<file path="src/hdl/focd_pkg.sv">
// shared types and constants of the fifo object cache directory
`timescale 1ns / 1ps

package focd_pkg;

  localparam int unsigned SIZE_W        = 21;
  localparam int unsigned KEY_W         = 64;
  localparam int unsigned OUT_SLOT_W    = 5;
  localparam int unsigned CFG_IDX_W     = 2;
  localparam int unsigned CFG_DATA_W    = 32;

  localparam int unsigned DEF_RING_SLOTS = 32;
  localparam int unsigned DEF_TAG_BITS   = 64;

  localparam logic [SIZE_W-1:0] RESET_BUDGET  = 21'd1049000;
  localparam logic [SIZE_W-1:0] RESET_LARGEST = 21'd102400;

  localparam logic [CFG_IDX_W-1:0] CFG_BYTE_BUDGET    = 2'd0;
  localparam logic [CFG_IDX_W-1:0] CFG_LARGEST_OBJECT = 2'd1;

  localparam logic ACT_LOOKUP = 1'b0;
  localparam logic ACT_INSERT = 1'b1;

  typedef enum logic [1:0] {
    ST_OK        = 2'd0,
    ST_MISS      = 2'd1,
    ST_TOO_LARGE = 2'd2,
    ST_PRESENT   = 2'd3
  } focd_status_e;

  typedef enum logic [2:0] {
    S_IDLE,
    S_CMP,
    S_DECIDE,
    S_EVICT,
    S_WRITE
  } focd_state_e;

  typedef struct packed {
    logic              action;
    logic [KEY_W-1:0]  key_tag;
    logic [SIZE_W-1:0] object_bytes;
  } focd_req_t;

  typedef struct packed {
    logic                  hit;
    logic [SIZE_W-1:0]     found_bytes;
    focd_status_e          status;
    logic [OUT_SLOT_W-1:0] slot;
    logic [OUT_SLOT_W-1:0] evictions;
  } focd_rsp_t;

endpackage

</file>
<file path="src/hdl/focd_cell.sv">
// one ring slot: stored tag and size, registered match, link in the find chain
`timescale 1ns / 1ps

module focd_cell
  import focd_pkg::*;
#(
  parameter int unsigned TAG_BITS = DEF_TAG_BITS,
  parameter int unsigned SLOT_W   = 5,
  parameter int unsigned SLOT_ID  = 0
) (
  input  logic                clk_i,
  input  logic                rst_ni,
  input  logic                wr_en_i,
  input  logic [TAG_BITS-1:0] wr_tag_i,
  input  logic [SIZE_W-1:0]   wr_bytes_i,
  input  logic                cmp_en_i,
  input  logic [TAG_BITS-1:0] key_i,
  input  logic [SLOT_W-1:0]   head_i,
  input  logic [SLOT_W-1:0]   tail_i,
  input  logic                hit_i,
  input  logic [SIZE_W-1:0]   bytes_i,
  input  logic [SLOT_W-1:0]   slot_i,
  output logic                hit_o,
  output logic [SIZE_W-1:0]   bytes_o,
  output logic [SLOT_W-1:0]   slot_o,
  output logic [SIZE_W-1:0]   stored_bytes_o
);

  localparam logic [SLOT_W-1:0] ID = SLOT_W'(SLOT_ID);

  logic [TAG_BITS-1:0] tag_q;
  logic [SIZE_W-1:0]   bytes_q;
  logic                match_q, match_d;
  logic                live;

  // slot lies between oldest entry and next free slot
  always_comb begin
    if (head_i <= tail_i) begin
      live = (ID >= head_i) && (ID < tail_i);
    end else begin
      live = (ID >= head_i) || (ID < tail_i);
    end
  end

  assign match_d = cmp_en_i ? (live && (tag_q == key_i)) : match_q;

  always_ff @(posedge clk_i) begin
    if (wr_en_i) begin
      tag_q   <= wr_tag_i;
      bytes_q <= wr_bytes_i;
    end
  end

  always_ff @(posedge clk_i or negedge rst_ni) begin
    if (!rst_ni) begin
      match_q <= 1'b0;
    end else begin
      match_q <= match_d;
    end
  end

  // live tags are unique, so at most one cell adds to the chain
  assign hit_o          = hit_i | match_q;
  assign bytes_o        = bytes_i | (match_q ? bytes_q : '0);
  assign slot_o         = slot_i | (match_q ? ID : '0);
  assign stored_bytes_o = bytes_q;

endmodule

</file>
<file path="src/hdl/focd_row.sv">
// row of ring cells with the find chain and the oldest-entry size read
`timescale 1ns / 1ps

module focd_row
  import focd_pkg::*;
#(
  parameter int unsigned RING_SLOTS = DEF_RING_SLOTS,
  parameter int unsigned TAG_BITS   = DEF_TAG_BITS,
  parameter int unsigned SLOT_W     = 5
) (
  input  logic                clk_i,
  input  logic                rst_ni,
  input  logic                wr_en_i,
  input  logic [SLOT_W-1:0]   wr_slot_i,
  input  logic [TAG_BITS-1:0] wr_tag_i,
  input  logic [SIZE_W-1:0]   wr_bytes_i,
  input  logic                cmp_en_i,
  input  logic [TAG_BITS-1:0] key_i,
  input  logic [SLOT_W-1:0]   head_i,
  input  logic [SLOT_W-1:0]   tail_i,
  output logic                hit_o,
  output logic [SIZE_W-1:0]   found_bytes_o,
  output logic [SLOT_W-1:0]   found_slot_o,
  output logic [SIZE_W-1:0]   head_bytes_o
);

  logic                hit_c   [RING_SLOTS+1];
  logic [SIZE_W-1:0]   bytes_c [RING_SLOTS+1];
  logic [SLOT_W-1:0]   slot_c  [RING_SLOTS+1];
  logic [SIZE_W-1:0]   stored  [RING_SLOTS];

  assign hit_c[0]   = 1'b0;
  assign bytes_c[0] = '0;
  assign slot_c[0]  = '0;

  for (genvar g = 0; g < RING_SLOTS; g++) begin : g_cell
    focd_cell #(
      .TAG_BITS (TAG_BITS),
      .SLOT_W   (SLOT_W),
      .SLOT_ID  (g)
    ) u_cell (
      .clk_i          (clk_i),
      .rst_ni         (rst_ni),
      .wr_en_i        (wr_en_i && (wr_slot_i == SLOT_W'(g))),
      .wr_tag_i       (wr_tag_i),
      .wr_bytes_i     (wr_bytes_i),
      .cmp_en_i       (cmp_en_i),
      .key_i          (key_i),
      .head_i         (head_i),
      .tail_i         (tail_i),
      .hit_i          (hit_c[g]),
      .bytes_i        (bytes_c[g]),
      .slot_i         (slot_c[g]),
      .hit_o          (hit_c[g+1]),
      .bytes_o        (bytes_c[g+1]),
      .slot_o         (slot_c[g+1]),
      .stored_bytes_o (stored[g])
    );
  end

  assign hit_o         = hit_c[RING_SLOTS];
  assign found_bytes_o = bytes_c[RING_SLOTS];
  assign found_slot_o  = slot_c[RING_SLOTS];
  assign head_bytes_o  = stored[head_i];

endmodule

</file>
<file path="src/hdl/fifo_object_cache_directory.sv">
// top level of the fifo object cache directory: control sequencer and registers
`timescale 1ns / 1ps

//  channel   ports                                   beat taken when
//  request   start_i, busy_o, req_i                  start_i & ~busy_o
//  result    rsp_valid_o, rsp_o                      rsp_valid_o (one cycle, no stall)
//  config    cfg_valid_i, cfg_ready_o, cfg_index_i,  cfg_valid_i & cfg_ready_o
//            cfg_data_i
//
//  lookups, hits and rejected inserts: the request passes S_CMP and S_DECIDE;
//    the strobe is registered in S_DECIDE and a new request beat can be taken with it
//  successful insert: b budget evictions, one per cycle through the head read,
//    then S_WRITE; the extra full-ring eviction shares the last evict cycle
//  the slot compare is registered in all cells, then read through the find chain
//  reset empties the ring and loads the default budget and size limit
//  config is always ready; write it only while busy_o is low
//  the result port has no stall: a beat is gone after its one strobe cycle

module fifo_object_cache_directory
  import focd_pkg::*;
#(
  parameter int unsigned RING_SLOTS = DEF_RING_SLOTS,
  parameter int unsigned TAG_BITS   = DEF_TAG_BITS
) (
  input  logic                  clk_i,
  input  logic                  rst_ni,
  input  logic                  start_i,
  output logic                  busy_o,
  input  focd_req_t             req_i,
  output logic                  rsp_valid_o,
  output focd_rsp_t             rsp_o,
  input  logic                  cfg_valid_i,
  output logic                  cfg_ready_o,
  input  logic [CFG_IDX_W-1:0]  cfg_index_i,
  input  logic [CFG_DATA_W-1:0] cfg_data_i
);

  localparam int unsigned SLOT_W = $clog2(RING_SLOTS);
  localparam logic [SLOT_W-1:0] LAST_SLOT = SLOT_W'(RING_SLOTS - 1);

  focd_state_e state_q, state_d;

  logic                act_q, act_d;
  logic [TAG_BITS-1:0] key_q, key_d;
  logic [SIZE_W-1:0]   size_q, size_d;
  logic [SLOT_W-1:0]   head_q, head_d;
  logic [SLOT_W-1:0]   tail_q, tail_d;
  logic [SIZE_W-1:0]   used_q, used_d;
  logic [SIZE_W-1:0]   budget_q, budget_d;
  logic [SIZE_W-1:0]   largest_q, largest_d;
  logic [SLOT_W-1:0]   evict_q, evict_d;
  logic                rsp_valid_q, rsp_valid_d;
  focd_rsp_t           rsp_q, rsp_d;

  logic                accept;
  logic                row_hit;
  logic [SIZE_W-1:0]   row_bytes;
  logic [SLOT_W-1:0]   row_slot;
  logic [SIZE_W-1:0]   head_bytes;
  logic [SLOT_W-1:0]   head_next;
  logic [SLOT_W-1:0]   tail_next;
  logic                ring_empty;
  logic                ring_full;
  logic                over_budget;
  logic                too_large;
  logic [SIZE_W-1:0]   used_after_drop;
  logic                wr_en;
  logic [SLOT_W+OUT_SLOT_W-1:0] slot_ext;
  logic [SLOT_W+OUT_SLOT_W-1:0] tail_ext;
  logic [SLOT_W+OUT_SLOT_W-1:0] evict_ext;

  assign accept      = start_i && (state_q == S_IDLE);
  assign busy_o      = (state_q != S_IDLE);
  assign cfg_ready_o = 1'b1;

  // ring bookkeeping
  assign head_next   = (head_q == LAST_SLOT) ? '0 : head_q + 1'b1;
  assign tail_next   = (tail_q == LAST_SLOT) ? '0 : tail_q + 1'b1;
  assign ring_empty  = (head_q == tail_q);
  assign ring_full   = (tail_next == head_q);
  assign over_budget = ({1'b0, used_q} + {1'b0, size_q}) > {1'b0, budget_q};
  assign too_large   = (size_q > largest_q) || (size_q > budget_q);
  assign used_after_drop = (head_bytes > used_q) ? '0 : used_q - head_bytes;
  assign wr_en       = (state_q == S_WRITE);

  // fit slot numbers to the 5-bit result fields
  assign slot_ext  = {{OUT_SLOT_W{1'b0}}, row_slot};
  assign tail_ext  = {{OUT_SLOT_W{1'b0}}, tail_q};
  assign evict_ext = {{OUT_SLOT_W{1'b0}}, evict_q};

  focd_row #(
    .RING_SLOTS (RING_SLOTS),
    .TAG_BITS   (TAG_BITS),
    .SLOT_W     (SLOT_W)
  ) u_row (
    .clk_i         (clk_i),
    .rst_ni        (rst_ni),
    .wr_en_i       (wr_en),
    .wr_slot_i     (tail_q),
    .wr_tag_i      (key_q),
    .wr_bytes_i    (size_q),
    .cmp_en_i      (state_q == S_CMP),
    .key_i         (key_q),
    .head_i        (head_q),
    .tail_i        (tail_q),
    .hit_o         (row_hit),
    .found_bytes_o (row_bytes),
    .found_slot_o  (row_slot),
    .head_bytes_o  (head_bytes)
  );

  // next state
  always_comb begin
    state_d = state_q;
    unique case (state_q)
      S_IDLE: begin
        if (start_i) begin
          state_d = S_CMP;
        end
      end
      S_CMP: begin
        state_d = S_DECIDE;
      end
      S_DECIDE: begin
        if (row_hit || (act_q == ACT_LOOKUP) || too_large) begin
          state_d = S_IDLE;
        end else begin
          state_d = S_EVICT;
        end
      end
      S_EVICT: begin
        // keep dropping while over budget; a full ring costs one more drop
        if (!(!ring_empty && over_budget)) begin
          state_d = S_WRITE;
        end
      end
      S_WRITE: begin
        state_d = S_IDLE;
      end
      default: begin
        state_d = S_IDLE;
      end
    endcase
  end

  // datapath and result registers
  always_comb begin
    act_d       = act_q;
    key_d       = key_q;
    size_d      = size_q;
    head_d      = head_q;
    tail_d      = tail_q;
    used_d      = used_q;
    budget_d    = budget_q;
    largest_d   = largest_q;
    evict_d     = evict_q;
    rsp_valid_d = 1'b0;
    rsp_d       = rsp_q;

    if (cfg_valid_i) begin
      unique case (cfg_index_i)
        CFG_BYTE_BUDGET:    budget_d  = cfg_data_i[SIZE_W-1:0];
        CFG_LARGEST_OBJECT: largest_d = cfg_data_i[SIZE_W-1:0];
        default: ;
      endcase
    end

    unique case (state_q)
      S_IDLE: begin
        if (accept) begin
          act_d   = req_i.action;
          key_d   = req_i.key_tag[TAG_BITS-1:0];
          size_d  = req_i.object_bytes;
          evict_d = '0;
        end
      end
      S_CMP: ;
      S_DECIDE: begin
        rsp_d.hit         = 1'b0;
        rsp_d.found_bytes = '0;
        rsp_d.slot        = '0;
        rsp_d.evictions   = '0;
        priority if (row_hit) begin
          rsp_valid_d       = 1'b1;
          rsp_d.hit         = 1'b1;
          rsp_d.found_bytes = row_bytes;
          rsp_d.slot        = slot_ext[OUT_SLOT_W-1:0];
          rsp_d.status      = (act_q == ACT_LOOKUP) ? ST_OK : ST_PRESENT;
        end else if (act_q == ACT_LOOKUP) begin
          rsp_valid_d  = 1'b1;
          rsp_d.status = ST_MISS;
        end else if (too_large) begin
          rsp_valid_d  = 1'b1;
          rsp_d.status = ST_TOO_LARGE;
        end else begin
          rsp_d.status = ST_OK;
        end
      end
      S_EVICT: begin
        if ((!ring_empty && over_budget) || ring_full) begin
          used_d  = used_after_drop;
          head_d  = head_next;
          evict_d = evict_q + 1'b1;
        end
      end
      S_WRITE: begin
        used_d            = used_q + size_q;
        tail_d            = tail_next;
        rsp_valid_d       = 1'b1;
        rsp_d.hit         = 1'b0;
        rsp_d.found_bytes = '0;
        rsp_d.status      = ST_OK;
        rsp_d.slot        = tail_ext[OUT_SLOT_W-1:0];
        rsp_d.evictions   = evict_ext[OUT_SLOT_W-1:0];
      end
      default: ;
    endcase
  end

  // payload holding registers
  always_ff @(posedge clk_i) begin
    act_q  <= act_d;
    key_q  <= key_d;
    size_q <= size_d;
    rsp_q  <= rsp_d;
  end

  always_ff @(posedge clk_i or negedge rst_ni) begin
    if (!rst_ni) begin
      state_q     <= S_IDLE;
      head_q      <= '0;
      tail_q      <= '0;
      used_q      <= '0;
      budget_q    <= RESET_BUDGET;
      largest_q   <= RESET_LARGEST;
      evict_q     <= '0;
      rsp_valid_q <= 1'b0;
    end else begin
      state_q     <= state_d;
      head_q      <= head_d;
      tail_q      <= tail_d;
      used_q      <= used_d;
      budget_q    <= budget_d;
      largest_q   <= largest_d;
      evict_q     <= evict_d;
      rsp_valid_q <= rsp_valid_d;
    end
  end

  assign rsp_valid_o = rsp_valid_q;
  assign rsp_o       = rsp_q;

endmodule
</file>
<file path="config.mk">
export PLATFORM = sky130hd
export DESIGN_NAME = fifo_object_cache_directory
export DESIGN_NICKNAME = d
export VERILOG_FILES = /design/src/hdl/focd_pkg.sv /design/src/hdl/focd_cell.sv /design/src/hdl/focd_row.sv /design/src/hdl/fifo_object_cache_directory.sv
export SDC_FILE = /design/constraint.sdc
export NUM_CORES = 2
export LEC_CHECK = 0
export ABC_CLOCK_PERIOD_IN_PS = 11050
export BUFFER_PORTS_ARGS = -buffer_cell sky130_fd_sc_hd__buf_2
export CAP_MARGIN = 0
export CORE_MARGIN = 2
export CORE_UTILIZATION = 60
export CTS_BUF_LIST = sky130_fd_sc_hd__clkbuf_4 sky130_fd_sc_hd__clkbuf_8 sky130_fd_sc_hd__clkbuf_16
export DETAILED_ROUTE_END_ITERATION = 10
export PLACE_DENSITY = 0.76
export SLEW_MARGIN = 0
export SYNTH_ARGS = -nofsm -noshare
export SYNTH_HDL_FRONTEND = slang
export SYNTH_HIERARCHICAL = 1
export SYNTH_SLANG_ARGS = --single-unit
</file>
<file path="constraint.sdc">
create_clock -name clk_i -period 11.05 [get_ports clk_i]
set_input_delay 1.105 -clock clk_i [delete_from_list [all_inputs] [get_ports clk_i]]
set_output_delay 1.105 -clock clk_i [all_outputs]
set_load 0.005 [all_outputs]
</file>
==> flow_summary.yaml <==
run_status:
  status: "finished, final reports clean"
drt:
  vias: 88180
  avgRoutedWirePerCell_um: 31.1
  via_per_inst: 6.68
  ant_nets: 0
  wl_um: 411000
  drc: 0
  drt_iter0_drc: 12348
  drt_first_pass_iters: 9
logic_synthesis:
  syn_area_per_cell_um2: 14.4
  synth-async-reset-ratio: 0.0386
  syn_inst: 9479
  synth_top_flop_cell: "edfxtp_1"
  synth_warnings: 6
  syn_area_mm2: 0.136
  synth_edf_count: 2840
  synth_seq_cells: 2954
  yosysSeqAreaShare: 0.646
  ys_types: 116
setup_path:
  critical_path_class: "reg -> reg"
  critPathSlowestCell: "dfrtp_1"
  crit_path_end_kind: "flop"
  cp.buffers_inverters: 1
  worst_ep_arrival_time_ns: 11.36
  crit_top_cell: "or2_2"
  critPathMaxStageDelay_ns: 0.37
  required_ns: 11.91
  critical-path-top-delay-family: "simple AND/OR/NAND/NOR gates"
  cp_max_fo: 3
  critPathLaunchType: "flop"
placed_design:
  gp_congestion: 0.890
  placed_cells: 12660
  numPortBuffers: 148
  dp_hpwl_um: 232000
cts:
  clockBufferDepth: 4
  cts_setup_buffers: 0
  root_buffer: "clkbuf_16"
  clock_latency_ns: 0.99
  path_clk_slew_ns: 0.07
  numCtsBuffers: 315
  hold_buffers: 0
  h-tree-depth: 5
  cts-resized-gates: 0
  cts.sinks: 2954
  cts_tree: "done"
layout:
  post-route-util: 0.670
  final_common_cell: "edfxtp_1"
  drive_gt1_frac: 0.123
  fin_cells: 13208
  layout_common_cells: "2840 x edfxtp_1, 1214 x xnor2_1, 707 x a21o_1"
  fin_nets: 10365
  area_growth_pct: 11.3
die:
  die_width_um: 481
  num_io_pins: 161
  die_height_um: 481
  coreArea_mm2: 0.227
  die_area_mm2: 0.231
  start_util: 0.602
  rows: 175
timing:
  finalHoldViolCount: 0
  rsz0062_at_grt: "false"
  fin_crit_ns: 10.50
  slew_violations: 0
  clock.fmax_mhz: 95.2
  clock_skew_ns: 0.0865
  timing.slew.headroom: 0.0475
  setup_viol: 0
  fin_crit_sh: 0.950
  fin_setup_tns_ns: 0
  worstMarginPinSlew_ns: 1.43
  whs_ns: 0.210
power:
  p_leak_nw: 54.7
  power.total_mw: 32.9
  powerDensity_mw_per_mm2: 216
  irDropWorstVdd_v: 0.000278
global_routing:
  grtUsageMet1: 0.463
  top_usage_layer: "met2"
  track_usage: 0.350
  antenna_found_initial: 19
  groute.layer.met3.usage: 0.0752
  grt_pass1_wl_um: 586000
  grt_pass1_vias: 86934
  grt_max_degree: 111
  grt_util_met2: 0.547
  gr-total-overflow: 0
run:
  maxCapViolations: 0
worst_hold_path:
  hp-class: "in -> async"
per-layer routing:
metal	routed length, µm	vias up
met3	49500	1295
met1	149000	44238
met5	299	-
met2	188000	6061
li1	-	36576
met4	24500	10
synth_stat cells (48+ instances only):
master,instances,share of area
o2111ai_1,48,0.0031
o21ai_0,106,0.0039
nand2_1,170,0.0047
ha_1,271,0.025
nand3_1,117,0.0043
nor2_1,141,0.0039
nor2b_1,105,0.0048
a22oi_1,86,0.0047
nand2b_1,154,0.0071
nor4_1,178,0.0082
a21o_1,707,0.039
nor3_1,58,0.0021
inv_1,607,0.017
o22ai_1,87,0.0040
xnor2_1,1214,0.078
xor2_1,462,0.030
nand4_1,385,0.018
a21oi_1,172,0.0063
edfxtp_1,2840,0.63
mux2i_1,338,0.025
clkbuf_1,115,0.0032
buf_4,94,0.0052
a22o_1,88,0.0056
dfrtp_1,106,0.019
or2_2,117,0.0054
registers in the layout, indices dropped and copies added, names as in the netlist:
name and count:
head_q 5, evict_q 5, u_row/g_cell.u_cell/tag_q 2048, used_q 21, largest_q 21, rsp_o 34, budget_q 21, u_row/g_cell.u_cell/match_q 32
act_q 1, rsp_valid_o 1, tail_q 5, state_q 3, u_row/g_cell.u_cell/stored_bytes_o 672, size_q 21, key_q 64
cells by family (layout without fill, tap and decap cells):
group	after synthesis	in the layout	synth area share
xor+xnor	1678	1678	0.108
buf+inv	896	1585	0.0294
other cells	2	33	0.0000550
fa+ha+maj	275	275	0.0253
simple gates	1604	1604	0.0699
mux	364	364	0.0269
flops	2954	2954	0.646
compound gates	1706	1706	0.0946
layout make-up:
| class | count | area (µm²) |
|---|---|---|
| clock buffer | 394 | 8580 |
| timing repair buffer | 415 | 3110 |
| fill | 15372 | 75000 |
| tap | 3009 | 3760 |
| antenna | 5 | 12.5 |
| sequential | 2954 | 88200 |
| clock inverter | 149 | 1180 |
| inverter | 627 | 2350 |
| multi-input combinational | 5655 | 44700 |
worst paths after layout:
check | cells past startpoint | endpoint | from | slack (ns)
worst max register to register | 37 | state_q[0]$_DFFE_PN0P_ | u_row/g_cell[0].u_cell/match_q$_DFFE_PN0P_ | 0.55
worst max-delay path | 37 | state_q[0]$_DFFE_PN0P_ | u_row/g_cell[0].u_cell/match_q$_DFFE_PN0P_ | 0.55
worst min register to register | 1 | largest_q[2]$_DFFE_PN0P_ | largest_q[2]$_DFFE_PN0P_ | 0.51
max in group asynchronous | 2 | u_row/g_cell[24].u_cell/match_q$_DFFE_PN0P_ | rst_ni | 9.50
worst min-delay path | 1 | largest_q[7]$_DFFE_PN0P_ | rst_ni | 0.21
min in group clk_i | 1 | key_q[50]$_DFFE_PP_ | req_i[71] | 0.29
report_power, final:
group | internal, mW | leakage [nW] | switching, mW
clock network | 5.88 | 4.89 | 4.27
registers | 13.1 | 27.0 | 0.331
logic | 3.10 | 22.8 | 6.19
metrics by stage:
| step | setup WS [ns] | instance area [µm²] |
|---|---|---|
| after global routing | 0.274 | 152000 |
| after CTS | 0.691 | 152000 |
| after detailed placement | 0.751 | 142000 |
| final | 0.550 | 152000 |
| after global placement | 0.589 | 142000 |
| after floorplan | 1.57 | 137000 |
Note: power is estimated with default switching activity, not from simulation.
